`src/sv/prms_pkg.sv`:
```
`default_nettype none

package prms_pkg;

    localparam int ACT_W   = 2;
    localparam int KEY_W   = 16;
    localparam int MAG_W   = 15;
    localparam int PAY_W   = 64;
    localparam int SLOT_W  = 4;
    localparam int STAT_W  = 2;
    localparam int COUNT_W = 5;

    // Request codes.
    localparam logic [ACT_W-1:0] ACT_SAVE   = 2'd0;
    localparam logic [ACT_W-1:0] ACT_TAKE   = 2'd1;
    localparam logic [ACT_W-1:0] ACT_DELETE = 2'd2;
    localparam logic [ACT_W-1:0] ACT_CLEAR  = 2'd3;

    // Result status codes.
    localparam logic [STAT_W-1:0] STAT_EMPTY    = 2'd0;
    localparam logic [STAT_W-1:0] STAT_STORED   = 2'd1;
    localparam logic [STAT_W-1:0] STAT_REPLACED = 2'd2;
    localparam logic [STAT_W-1:0] STAT_DROPPED  = 2'd3;

    // Control half of the scan packet that walks the cell chain.
    typedef struct packed {
        logic             active;
        logic [ACT_W-1:0] op;
        logic             full;
        logic             hit;
        logic             in_range;
    } t_scan_ctl;

    // Data half of the scan packet: the new message on a save, the best
    // message found so far on a take-best.
    typedef struct packed {
        logic [KEY_W-1:0] key;
        logic [PAY_W-1:0] pay;
        logic [MAG_W-1:0] mag;
    } t_scan_msg;

    // The sign bit is dropped; the remaining bits order finite half values.
    function automatic logic [MAG_W-1:0] key_mag(input logic [KEY_W-1:0] k);
        return k[MAG_W-1:0];
    endfunction

endpackage

`default_nettype wire

```
`src/sv/prms_cell.sv`:
```
`default_nettype none

module prms_cell
    import prms_pkg::*;
#(
    parameter int IDX = 0,
    parameter int IW  = 4
) (
    input  wire logic          i_clk,
    input  wire logic          i_rst_n,
    input  wire t_scan_ctl     i_ctl,
    input  wire logic [IW-1:0] i_idx,
    input  wire t_scan_msg     i_msg,
    output t_scan_ctl          o_ctl,
    output logic [IW-1:0]      o_idx,
    output t_scan_msg          o_msg
);

    logic             r_valid;
    logic [KEY_W-1:0] r_height;
    logic [PAY_W-1:0] r_payload;
    t_scan_ctl        r_ctl;
    logic [IW-1:0]    r_idx;
    t_scan_msg        r_msg;

    logic             n_valid;
    logic [KEY_W-1:0] n_height;
    logic [PAY_W-1:0] n_payload;
    t_scan_ctl        n_ctl;
    logic [IW-1:0]    n_idx;
    t_scan_msg        n_msg;

    logic [MAG_W-1:0] w_own_mag;
    logic             w_better;

    assign w_own_mag = key_mag(r_height);
    assign w_better  = r_valid && (w_own_mag > i_msg.mag);

    always_comb begin
        n_valid   = r_valid;
        n_height  = r_height;
        n_payload = r_payload;
        n_ctl     = i_ctl;
        n_idx     = i_idx;
        n_msg     = i_msg;
        if (i_ctl.active) begin
            case (i_ctl.op)
                ACT_SAVE: begin
                    // First free slot, or when full the first smaller key.
                    if (!i_ctl.hit && (i_ctl.full ? (w_own_mag < key_mag(i_msg.key))
                                                  : !r_valid)) begin
                        n_valid   = 1'b1;
                        n_height  = i_msg.key;
                        n_payload = i_msg.pay;
                        n_ctl.hit = 1'b1;
                        n_idx     = IW'(IDX);
                    end
                end
                ACT_TAKE: begin
                    if (w_better) begin
                        n_msg.mag = w_own_mag;
                    end
                    // Slot 0 always loads the packet so it wins by default.
                    if (w_better || (IDX == 0)) begin
                        n_idx     = IW'(IDX);
                        n_msg.key = r_height;
                        n_msg.pay = r_payload;
                    end
                end
                ACT_DELETE: begin
                    if (i_ctl.in_range && (i_idx == IW'(IDX))) begin
                        n_valid   = 1'b0;
                        n_height  = '0;
                        n_payload = '0;
                    end
                end
                ACT_CLEAR: begin
                    n_valid   = 1'b0;
                    n_height  = '0;
                    n_payload = '0;
                end
                default: begin
                    n_valid = r_valid;
                end
            endcase
        end
    end

    always_ff @(posedge i_clk) begin
        if (!i_rst_n) begin
            r_valid   <= 1'b0;
            r_height  <= '0;
            r_payload <= '0;
            r_ctl     <= '0;
        end else begin
            r_valid   <= n_valid;
            r_height  <= n_height;
            r_payload <= n_payload;
            r_ctl     <= n_ctl;
        end
    end

    always_ff @(posedge i_clk) begin
        r_idx <= n_idx;
        r_msg <= n_msg;
    end

    assign o_ctl = r_ctl;
    assign o_idx = r_idx;
    assign o_msg = r_msg;

endmodule

`default_nettype wire

```
`src/sv/priority_retention_message_store.sv`:
```
// Message store that keeps the highest-priority messages in SLOTS slots.
// Input channel (i_valid / o_ready) carries one request: save a message,
// take the best message, delete one slot, or clear the whole store.
// Output channel (o_valid / i_ready) returns exactly one result per request:
// a status, the slot touched, the best message on a take-best, and the
// number of messages held after the request.
// Each slot lives in its own cell; a request travels down the row of cells
// as a scan packet, one cell per cycle, and each cell updates its slot as the
// packet passes. The result is formed from the packet leaving the last cell,
// and a new request is taken only once the previous result has moved into
// the output register.
// A finished result sits in the output register, so the next request is
// accepted while the receiver stalls; that request completes its scan and
// then waits in a holding register until the output register frees up.
// Reset empties every slot, clears the count and drops any request in flight.
`default_nettype none

module priority_retention_message_store
    import prms_pkg::*;
#(
    parameter int SLOTS = 16
) (
    input  wire logic               i_clk,
    input  wire logic               i_rst_n,
    input  wire logic               i_valid,
    output logic                    o_ready,
    input  wire logic [ACT_W-1:0]   i_action,
    input  wire logic [KEY_W-1:0]   i_wave_height,
    input  wire logic [PAY_W-1:0]   i_payload_in,
    input  wire logic [SLOT_W-1:0]  i_slot_in,
    output logic                    o_valid,
    input  wire logic               i_ready,
    output logic [STAT_W-1:0]       o_status,
    output logic [SLOT_W-1:0]       o_slot_out,
    output logic [PAY_W-1:0]        o_payload_out,
    output logic [KEY_W-1:0]        o_height_out,
    output logic [COUNT_W-1:0]      o_stored_count
);

    // Index width covers both the slot range and the slot field of a request.
    localparam int IW = ($clog2(SLOTS) > SLOT_W) ? $clog2(SLOTS) : SLOT_W;
    localparam int CW = $clog2(SLOTS + 1);

    typedef enum logic [2:0] {
        S_IDLE = 3'b001,
        S_SCAN = 3'b010,
        S_HOLD = 3'b100
    } t_state;

    t_state r_state;
    logic [CW-1:0] r_count;

    // Launch register feeding the first cell.
    t_scan_ctl     r_l_ctl;
    logic [IW-1:0] r_l_idx;
    t_scan_msg     r_l_msg;

    // Chain taps: entry 0 is the launch register, entry SLOTS the last cell.
    t_scan_ctl     w_ctl [SLOTS+1];
    logic [IW-1:0] w_idx [SLOTS+1];
    t_scan_msg     w_msg [SLOTS+1];

    // Result waiting for the output register.
    logic [STAT_W-1:0] r_h_status;
    logic [SLOT_W-1:0] r_h_slot;
    logic [PAY_W-1:0]  r_h_pay;
    logic [KEY_W-1:0]  r_h_key;

    logic [STAT_W-1:0] n_status;
    logic [SLOT_W-1:0] n_slot;
    logic [PAY_W-1:0]  n_pay;
    logic [KEY_W-1:0]  n_key;

    logic          w_acc;
    logic          w_done;
    logic          w_load;
    logic [IW-1:0] w_slot_ext;
    logic          w_in_range;
    t_scan_ctl     w_end;

    assign o_ready    = (r_state == S_IDLE);
    assign w_acc      = i_valid && o_ready;
    assign w_end      = w_ctl[SLOTS];
    assign w_done     = (r_state == S_SCAN) && w_end.active;
    assign w_load     = (r_state == S_HOLD) && (!o_valid || i_ready);
    assign w_slot_ext = IW'(i_slot_in);
    assign w_in_range = {1'b0, w_slot_ext} < (IW + 1)'(SLOTS);

    assign w_ctl[0] = r_l_ctl;
    assign w_idx[0] = r_l_idx;
    assign w_msg[0] = r_l_msg;

    for (genvar g = 0; g < SLOTS; g++) begin : g_cell
        prms_cell #(
            .IDX (g),
            .IW  (IW)
        ) u_cell (
            .i_clk   (i_clk),
            .i_rst_n (i_rst_n),
            .i_ctl   (w_ctl[g]),
            .i_idx   (w_idx[g]),
            .i_msg   (w_msg[g]),
            .o_ctl   (w_ctl[g+1]),
            .o_idx   (w_idx[g+1]),
            .o_msg   (w_msg[g+1])
        );
    end

    // Form the result from the packet leaving the last cell.
    always_comb begin
        n_status = STAT_EMPTY;
        n_slot   = '0;
        n_pay    = '0;
        n_key    = '0;
        case (w_end.op)
            ACT_SAVE: begin
                if (w_end.hit) begin
                    n_status = w_end.full ? STAT_REPLACED : STAT_STORED;
                    n_slot   = SLOT_W'(w_idx[SLOTS]);
                end else begin
                    n_status = STAT_DROPPED;
                end
            end
            ACT_TAKE: begin
                // The count is untouched by a take, so it still tells empty.
                if (r_count != '0) begin
                    n_status = STAT_STORED;
                    n_slot   = SLOT_W'(w_idx[SLOTS]);
                    n_pay    = w_msg[SLOTS].pay;
                    n_key    = w_msg[SLOTS].key;
                end
            end
            ACT_DELETE: begin
                if (w_end.in_range) begin
                    n_status = STAT_STORED;
                    n_slot   = SLOT_W'(w_idx[SLOTS]);
                end
            end
            ACT_CLEAR: begin
                n_status = STAT_EMPTY;
            end
            default: begin
                n_status = STAT_EMPTY;
            end
        endcase
    end

    // Control: state, count, launch valid and output valid.
    always_ff @(posedge i_clk) begin
        if (!i_rst_n) begin
            r_state <= S_IDLE;
            r_count <= '0;
            r_l_ctl <= '0;
            o_valid <= 1'b0;
        end else begin
            r_l_ctl.active <= w_acc;
            if (w_acc) begin
                r_l_ctl.op       <= i_action;
                r_l_ctl.full     <= (r_count == CW'(SLOTS));
                r_l_ctl.hit      <= 1'b0;
                r_l_ctl.in_range <= w_in_range;
                // Delete and clear settle the count right away; a save that
                // lands in a free slot bumps it when the scan comes back.
                if ((i_action == ACT_DELETE) && w_in_range && (r_count != '0)) begin
                    r_count <= r_count - CW'(1);
                end else if (i_action == ACT_CLEAR) begin
                    r_count <= '0;
                end
            end
            if (w_done && (w_end.op == ACT_SAVE) && w_end.hit && !w_end.full) begin
                r_count <= r_count + CW'(1);
            end
            if (w_load) begin
                o_valid <= 1'b1;
            end else if (i_ready) begin
                o_valid <= 1'b0;
            end
            case (r_state)
                S_IDLE: begin
                    if (w_acc) begin
                        r_state <= S_SCAN;
                    end
                end
                S_SCAN: begin
                    if (w_done) begin
                        r_state <= S_HOLD;
                    end
                end
                S_HOLD: begin
                    if (w_load) begin
                        r_state <= S_IDLE;
                    end
                end
                default: begin
                    r_state <= S_IDLE;
                end
            endcase
        end
    end

    // Payload registers carry no reset.
    always_ff @(posedge i_clk) begin
        if (w_acc) begin
            r_l_idx     <= (i_action == ACT_DELETE) ? w_slot_ext : '0;
            r_l_msg.key <= i_wave_height;
            r_l_msg.pay <= i_payload_in;
            r_l_msg.mag <= '0;
        end
        if (w_done) begin
            r_h_status <= n_status;
            r_h_slot   <= n_slot;
            r_h_pay    <= n_pay;
            r_h_key    <= n_key;
        end
        if (w_load) begin
            o_status       <= r_h_status;
            o_slot_out     <= r_h_slot;
            o_payload_out  <= r_h_pay;
            o_height_out   <= r_h_key;
            o_stored_count <= COUNT_W'(r_count);
        end
    end

endmodule

`default_nettype wire

```
`config.mk`:
```
export PLATFORM = sky130hd
export DESIGN_NAME = priority_retention_message_store
export DESIGN_NICKNAME = d
export VERILOG_FILES = /design/src/sv/prms_pkg.sv /design/src/sv/prms_cell.sv /design/src/sv/priority_retention_message_store.sv
export SDC_FILE = /design/constraint.sdc
export NUM_CORES = 2
export LEC_CHECK = 0
export BUFFER_PORTS_ARGS = -buffer_cell sky130_fd_sc_hd__buf_4
export CORE_MARGIN = 5
export CORE_UTILIZATION = 40
export CTS_BUF_LIST = sky130_fd_sc_hd__clkbuf_4 sky130_fd_sc_hd__clkbuf_8
export CTS_CLUSTER_SIZE = 20
export DETAILED_ROUTE_END_ITERATION = 8
export GPL_TIMING_DRIVEN = 0
export MAX_ROUTING_LAYER = met4
export PLACE_DENSITY = 0.58
export SETUP_SLACK_MARGIN = 0.3
export SYNTH_ARGS = -nofsm -noshare
export SYNTH_HDL_FRONTEND = slang
export SYNTH_SLANG_ARGS = --single-unit
export TNS_END_PERCENT = 20
```
`constraint.sdc`:
```
create_clock -name i_clk -period 8.3 [get_ports i_clk]
set_clock_uncertainty 0.2 [all_clocks]
set_input_delay 0.83 -clock i_clk [delete_from_list [all_inputs] [get_ports i_clk]]
set_output_delay 0.83 -clock i_clk [all_outputs]
set_load 0.01 [all_outputs]
```
Yosys cells after proc, flatten, opt, wreduce, memory -nomap -nowiden. Index checks and enable logic that the tools add are counted.

Equal/unequal tests: 107. Muxes and demuxes: 351. Reductions and logical operators: 147. Magnitude comparators: 32. Add/subtract/negate cells: 2.

Operators by type and width (count): 64-bit case mux with 3 select lines (16); 95-bit 2-to-1 mux (32); 64-bit 2-to-1 mux (32); 80-bit 2-to-1 mux (15); 16-bit case mux with 3 select lines (16); 16-bit 2-to-1 mux (32); 15-bit less-than comparator (16); 15-bit 2-to-1 mux (16); 15-bit > comparator (15); 4-bit 2-to-1 mux (50); 4-bit case mux with 2 select lines (16); 1-bit 2-to-1 mux (98); 2-bit equality test (second input constant) (36); 2-bit by 1-bit != test with 1-bit output (second input constant) (33); 4-bit AND reduction (16); 1-bit logical AND (54); 3-bit nonzero test (17); 1-bit case mux with 3 select lines (16); 2-bit by 1-bit equality test with 1-bit output (second input constant) (17); 2-bit logical NOT (17); 1-bit logical NOT (33); 4-bit equality test (second input constant) (8); 5-bit 2-to-1 mux (4); 4-bit by 3-bit equality test with 1-bit output (second input constant) (4); other kinds (21) (30).

Output and inout bits: 93. Register bits: 3236. Input bits: 90.

Logic depth before layout (Yosys ltp).
Word-level depth: 7. Mapped depth: 11.

By module. From an unflattened synthesis, not the netlist that was laid out.

Cells, all modules: 10353. Area total of the unflattened synthesis: 123329.5 µm².

By module, submodules not included: prms_cell (g_cell[1].u_cell ...) (area each 7584.8 µm², sequential area each 3723.6 µm², cells each 701, times used 2); prms_cell (g_cell[13].u_cell ...) (area each 6672.6 µm², sequential area each 3723.6 µm², cells each 543, times used 2); priority_retention_message_store (area each 9246.4 µm², sequential area each 8117.8 µm², cells each 452, times used 1); prms_cell (g_cell[8].u_cell) (area each 7582.3 µm², sequential area each 3723.6 µm², cells each 701, times used 1); prms_cell (g_cell[12].u_cell) (area each 7546.0 µm², sequential area each 3723.6 µm², cells each 700, times used 1); prms_cell (g_cell[4].u_cell) (area each 7536.0 µm², sequential area each 3723.6 µm², cells each 699, times used 1); prms_cell (g_cell[0].u_cell) (area each 7514.7 µm², sequential area each 3723.6 µm², cells each 724, times used 1); prms_cell (g_cell[5].u_cell) (area each 7480.9 µm², sequential area each 3723.6 µm², cells each 699, times used 1); prms_cell (g_cell[6].u_cell) (area each 7392.1 µm², sequential area each 3723.6 µm², cells each 700, times used 1); prms_cell (g_cell[3].u_cell) (area each 6869.1 µm², sequential area each 3723.6 µm², cells each 527, times used 1); prms_cell (g_cell[9].u_cell) (area each 6862.8 µm², sequential area each 3723.6 µm², cells each 526, times used 1); prms_cell (g_cell[15].u_cell) (area each 6795.3 µm², sequential area each 3723.6 µm², cells each 536, times used 1); prms_cell (g_cell[10].u_cell) (area each 6766.5 µm², sequential area each 3723.6 µm², cells each 527, times used 1); prms_cell (g_cell[7].u_cell) (area each 6648.9 µm², sequential area each 3723.6 µm², cells each 531, times used 1); prms_cell (g_cell[11].u_cell) (area each 6573.8 µm², sequential area each 3723.6 µm², cells each 543, times used 1).

Least setup slack after synthesis. Ideal clock, no wire load.

Path type: register to register. Start point: register r_state[0]. End point: register r_state[2]. Stages on the path, launching flop included: 4. Path slack: 0.159 ns. Data arrival time: 7.854 ns. Data required time: 8.013 ns. Period minus slack after synthesis: 8.141 ns. Cell sequence: dfxtp_1 nand2b_1 nor3b_1 o221a_2.

Cells in the longest elaborated chain, start to end: 4. Elaborated cells between the ends (all ways): 11. Those cells by class: 6 x eq/ne; 1 x mux; 4 x reduce/logical.

Ends and longest elaborated chain: start, declared (line priority_retention_message_store.sv:50) `t_state r_state;`; start signal, assigned (line priority_retention_message_store.sv:151) `r_state <= S_IDLE;`; start signal, assigned (line priority_retention_message_store.sv:181) `r_state <= S_SCAN;`; start signal, assigned (line priority_retention_message_store.sv:186) `r_state <= S_HOLD;`; 3-bit by 2-bit equality test with 1-bit output (line priority_retention_message_store.sv:84) `assign w_done = (r_state == S_SCAN) && w_end.active;`; 1-bit logical AND (line priority_retention_message_store.sv:84); via w_done (line priority_retention_message_store.sv:75) `logic w_done;`; 2-bit != test (no line); 3-bit AND reduction (no line).

The timed path passes the listed nets, and every way through them passes these cells. A chain may end at the register's enable or synchronous reset.

Worst setup path after layout.
Start point: input i_rst_n. End point: register r_state[2].

RTL lines: start, declared (line priority_retention_message_store.sv:24) `input wire logic i_rst_n,`.

No word-level cell between the ends.

==> out/metrics.cfg <==
[status]
status=finished, violations left
violations=max-capacitance violations

[drt]
post_drt_via_cell_ratio=4.92
num_vias=75600
drt_iter0_drc=3302
drc=0
wl_um=290000
wl_per_cell_um=18.9
antenna_left=0
dr.pass1.iters=5

[finish]
nNetsFinal=11500
syn2layout_area_growth_pct=15.7
drive_gt1_share_pct=24.1
instances_no_fill=15400

[power]
power_frac_comb_pct=4.0
sw_frac_of_total_pct=22.7
p_total_mw=32.7
p_per_area_nw_per_um2=234
p_seq_share_pct=51.0
p_sw_mw=7.42
p_int_mw=25.3
clockPowerShare_pct=45.0
ir_drop_v=0.000141
power.leakage_nw=54.8

[worst_setup_path]
critPathBufInv=7
r2r-start=g_cell[6].u_cell.r_height[10]$_SDFFE_PN0P_
rrSetupSlack_ns=4.47
cp_max_fo=10
cp.required_ns=9.16
arrival_ns=5.43
reg2reg_depth=9
slowest_stage=buf_1
worstPathCellList=dlygate4sd3_1, buf_4, clkbuf_2, clkbuf_1, clkbuf_1, buf_1, o221a_2, dlygate4sd3_1
crit_path_end_kind=flop
critPathKind=in -> reg
startpoint_type=primary input
critical_path.top_delay_family=buffers and inverters
r2r_end=g_cell[6].u_cell.o_msg[89]$_DFF_P_
cpPeakStageDelay_ns=0.81

[clock_tree]
cts_made_buffers=547
cts_setup_buffers=0
htreeDepth=6
clkSlewWorstSetupHoldPaths_ns=0.06
cts_tree=yes
clock_latency_ns=1.11
clockRootBuffer=clkbuf_8
clockBufferDepth=4
clock_sinks=3236

[global_route]
grt_use_total_pct=18.5
grt_max_degree=73
antenna_found_initial=19
grt_pass1_wl_um=455000
grt-ovfl-total=0
grt_pass1_vias=80700

[timing]
tightest_slew_ns=1.50
min_period_over_period_pct=55.1
hold_viol_final=0
fin_tns_setup_ns=0
fin_crit_ns=4.57
slew_headroom_pct=0.303
grt_setup_unrepaired=false
setup_viol=0
slew_viol_final=0
max_clock_freq_ghz=0.219

[yosys]
synth_edf_count=261
syn-num-nets=10700
synth_ff_type=dfxtp_1
ys_seq_area_share_pct=55.7
yosysUniqueCellTypes=80
async_reset_ff_share_pct=0
synth_seq_cells=3236
yosysTopAreaCellShare_pct=49.2
post_synth.cell_area_avg_sq_um=11.9
yosys-top-cells-area=dfxtp_1 (49%), mux2_2 (12%), edfxtp_1 (6.5%), ha_1 (4.7%), a22o_1 (4.7%)
syn-cell-area_sq_um=121000
yosysWarnings=0
synthCells=10100
synth.largest_area_cell=dfxtp_1

[placement]
dp_cells=14300
hpwlAfterDp_um=215000
io_buffers=182
gp_congestion=0.873

[floorplan]
core_area_sq_um=302000
die_h_um=560
rows=202
start_util_pct=40.0
io_pins=183
dieWidth_um=560
die_area_sq_um=313000

[hold_path]
hold_depth=0
worstHoldPathType=reg -> reg
hold_start=r_h_pay[12]$_SDFFCE_PN0P_
min_to=o_payload_out[12]$_DFFE_PP_

[flow_run]
maxCapViolCount=1

[cell type report]
type,instances,area (sq um)
clock buffer,838,10400
buffer,635,2850
antenna,15,37.5
clock inverter,118,1060
timing repair buffer,283,2440
sequential,3236,67400
multi-input combinational,5764,48900
tap,3978,4980
inverter,509,1910
fill,27400,162000
[cell families after synthesis]
group | share of synthesized area [%]
multiplexers | 17.8
AO/OA/AOI/OAI | 8.48
adder cells (fa/ha/maj) | 4.67
flip-flops | 55.7
XOR/XNOR | 0.00724
buffers and inverters | 3.92
AND/OR/NAND/NOR | 9.42
[what timing repair did]
| action | CTS | global route |
|---|---|---|
| hold buffers | 90 | 0 |
| endpoints found under the hold margin | 96 | 0 |
| resized for setup | 0 | 0 |
[flip-flops by register name (all words and copies together) (netlist names), 64 cells and up]
register	count
g_cell.u_cell.r_payload	1024
g_cell.u_cell.r_height	256
g_cell.u_cell.o_idx	64
g_cell.u_cell.o_ctl	96
o_payload_out	64
r_l_msg	80
r_h_pay	64
g_cell.u_cell.o_msg	1505
[cell usage after synthesis, types with 28 or more instances]
| cell type | instances |
|---|---|
| dfxtp_1 | 2975 |
| mux2_2 | 1287 |
| nand2_1 | 685 |
| a22o_1 | 643 |
| inv_1 | 508 |
| mux2i_1 | 489 |
| nand3b_1 | 475 |
| ha_1 | 451 |
| clkbuf_1 | 394 |
| edfxtp_1 | 261 |
| mux2_1 | 189 |
| buf_2 | 182 |
| and2_1 | 175 |
| o21ai_0 | 164 |
| a21oi_1 | 158 |
| nand4_1 | 130 |
| nor2_1 | 96 |
| or3_1 | 94 |
| nand4b_1 | 87 |
| o21ai_1 | 80 |
| a21o_1 | 69 |
| buf_4 | 54 |
| and3_1 | 44 |
| nor2b_1 | 38 |
| nand3_1 | 34 |
| nand2b_1 | 28 |
| nor3_1 | 28 |
[through the flow]
stage	hold slack, ns	util (%)	cell area (sq um)	setup slack (ns)
after global placement	0.200	42.2	127000	1.42
after floorplan	0.197	-	121000	3.41
after CTS	0.0811	46.3	140000	3.78
after detailed placement	0.205	42.2	128000	3.35
final	0.202	46.3	140000	3.73
after global routing	0.115	46.3	140000	3.79
[placed cells by master (no fill, tap or decap), drive strengths merged, types with 12 or more instances in the layout]
cell type / n
a211o: 15
a211oi: 24
a21o: 69
a21oi: 160
a221oi: 17
a22o: 643
a31oi: 28
and2: 177
and3: 44
and4: 16
buf: 434
clkbuf: 1232
clkinv: 61
clkinvlp: 12
dfxtp: 2975
diode: 15
dlygate4sd3: 90
edfxtp: 261
ha: 451
inv: 545
mux2: 1476
mux2i: 489
nand2: 685
nand2b: 28
nand3: 34
nand3b: 475
nand4: 130
nand4b: 87
nor2: 96
nor2b: 38
nor3: 29
nor3b: 16
o21a: 23
o21ai: 247
o31ai: 12
o41ai: 17
or2: 15
or3: 94
[power by group through the flow]
| stage | registers (mW) | clock network [mW] | logic (mW) |
|---|---|---|---|
| 6_report | 16.7 | 14.7 | 1.29 |
| 3_3_place_gp | 17.0 | 0 | 1.24 |
| 5_1_grt | 16.7 | 16.0 | 1.43 |
| 3_5_place_dp | 17.0 | 0 | 1.25 |
| 4_1_cts | 16.7 | 15.2 | 1.31 |
| 2_1_floorplan | 16.9 | 0 | 0.870 |
[layer usage]
layer / vias to the layer above / global-route usage (%) / part of all wire (%)
met3: 611 / 2.80 / 3.9
met2: 1410 / 31.6 / 49
met4: 0 / 7.03 / 3.8
met1: 35800 / 22.0 / 44
met5: - / - / 0
li1: 37800 / - / -
[how the worst max path moves through the flow]
stage | from | endpoint | depth (start not counted)
final | i_rst_n | r_state[2]$_SDFFE_PN0P_ | 8
after global routing | i_rst_n | r_state[2]$_SDFFE_PN0P_ | 8
after CTS | i_rst_n | r_state[2]$_SDFFE_PN0P_ | 8
after detailed placement | i_rst_n | g_cell[1].u_cell.r_payload[58]$_SDFFE_PN0P_ | 7
after global placement | i_valid | r_count[2]$_SDFFE_PN0P_ | 8
after floorplan | i_valid | r_count[2]$_SDFFE_PN0P_ | 7
Note: power is estimated with default switching activity, not from simulation.
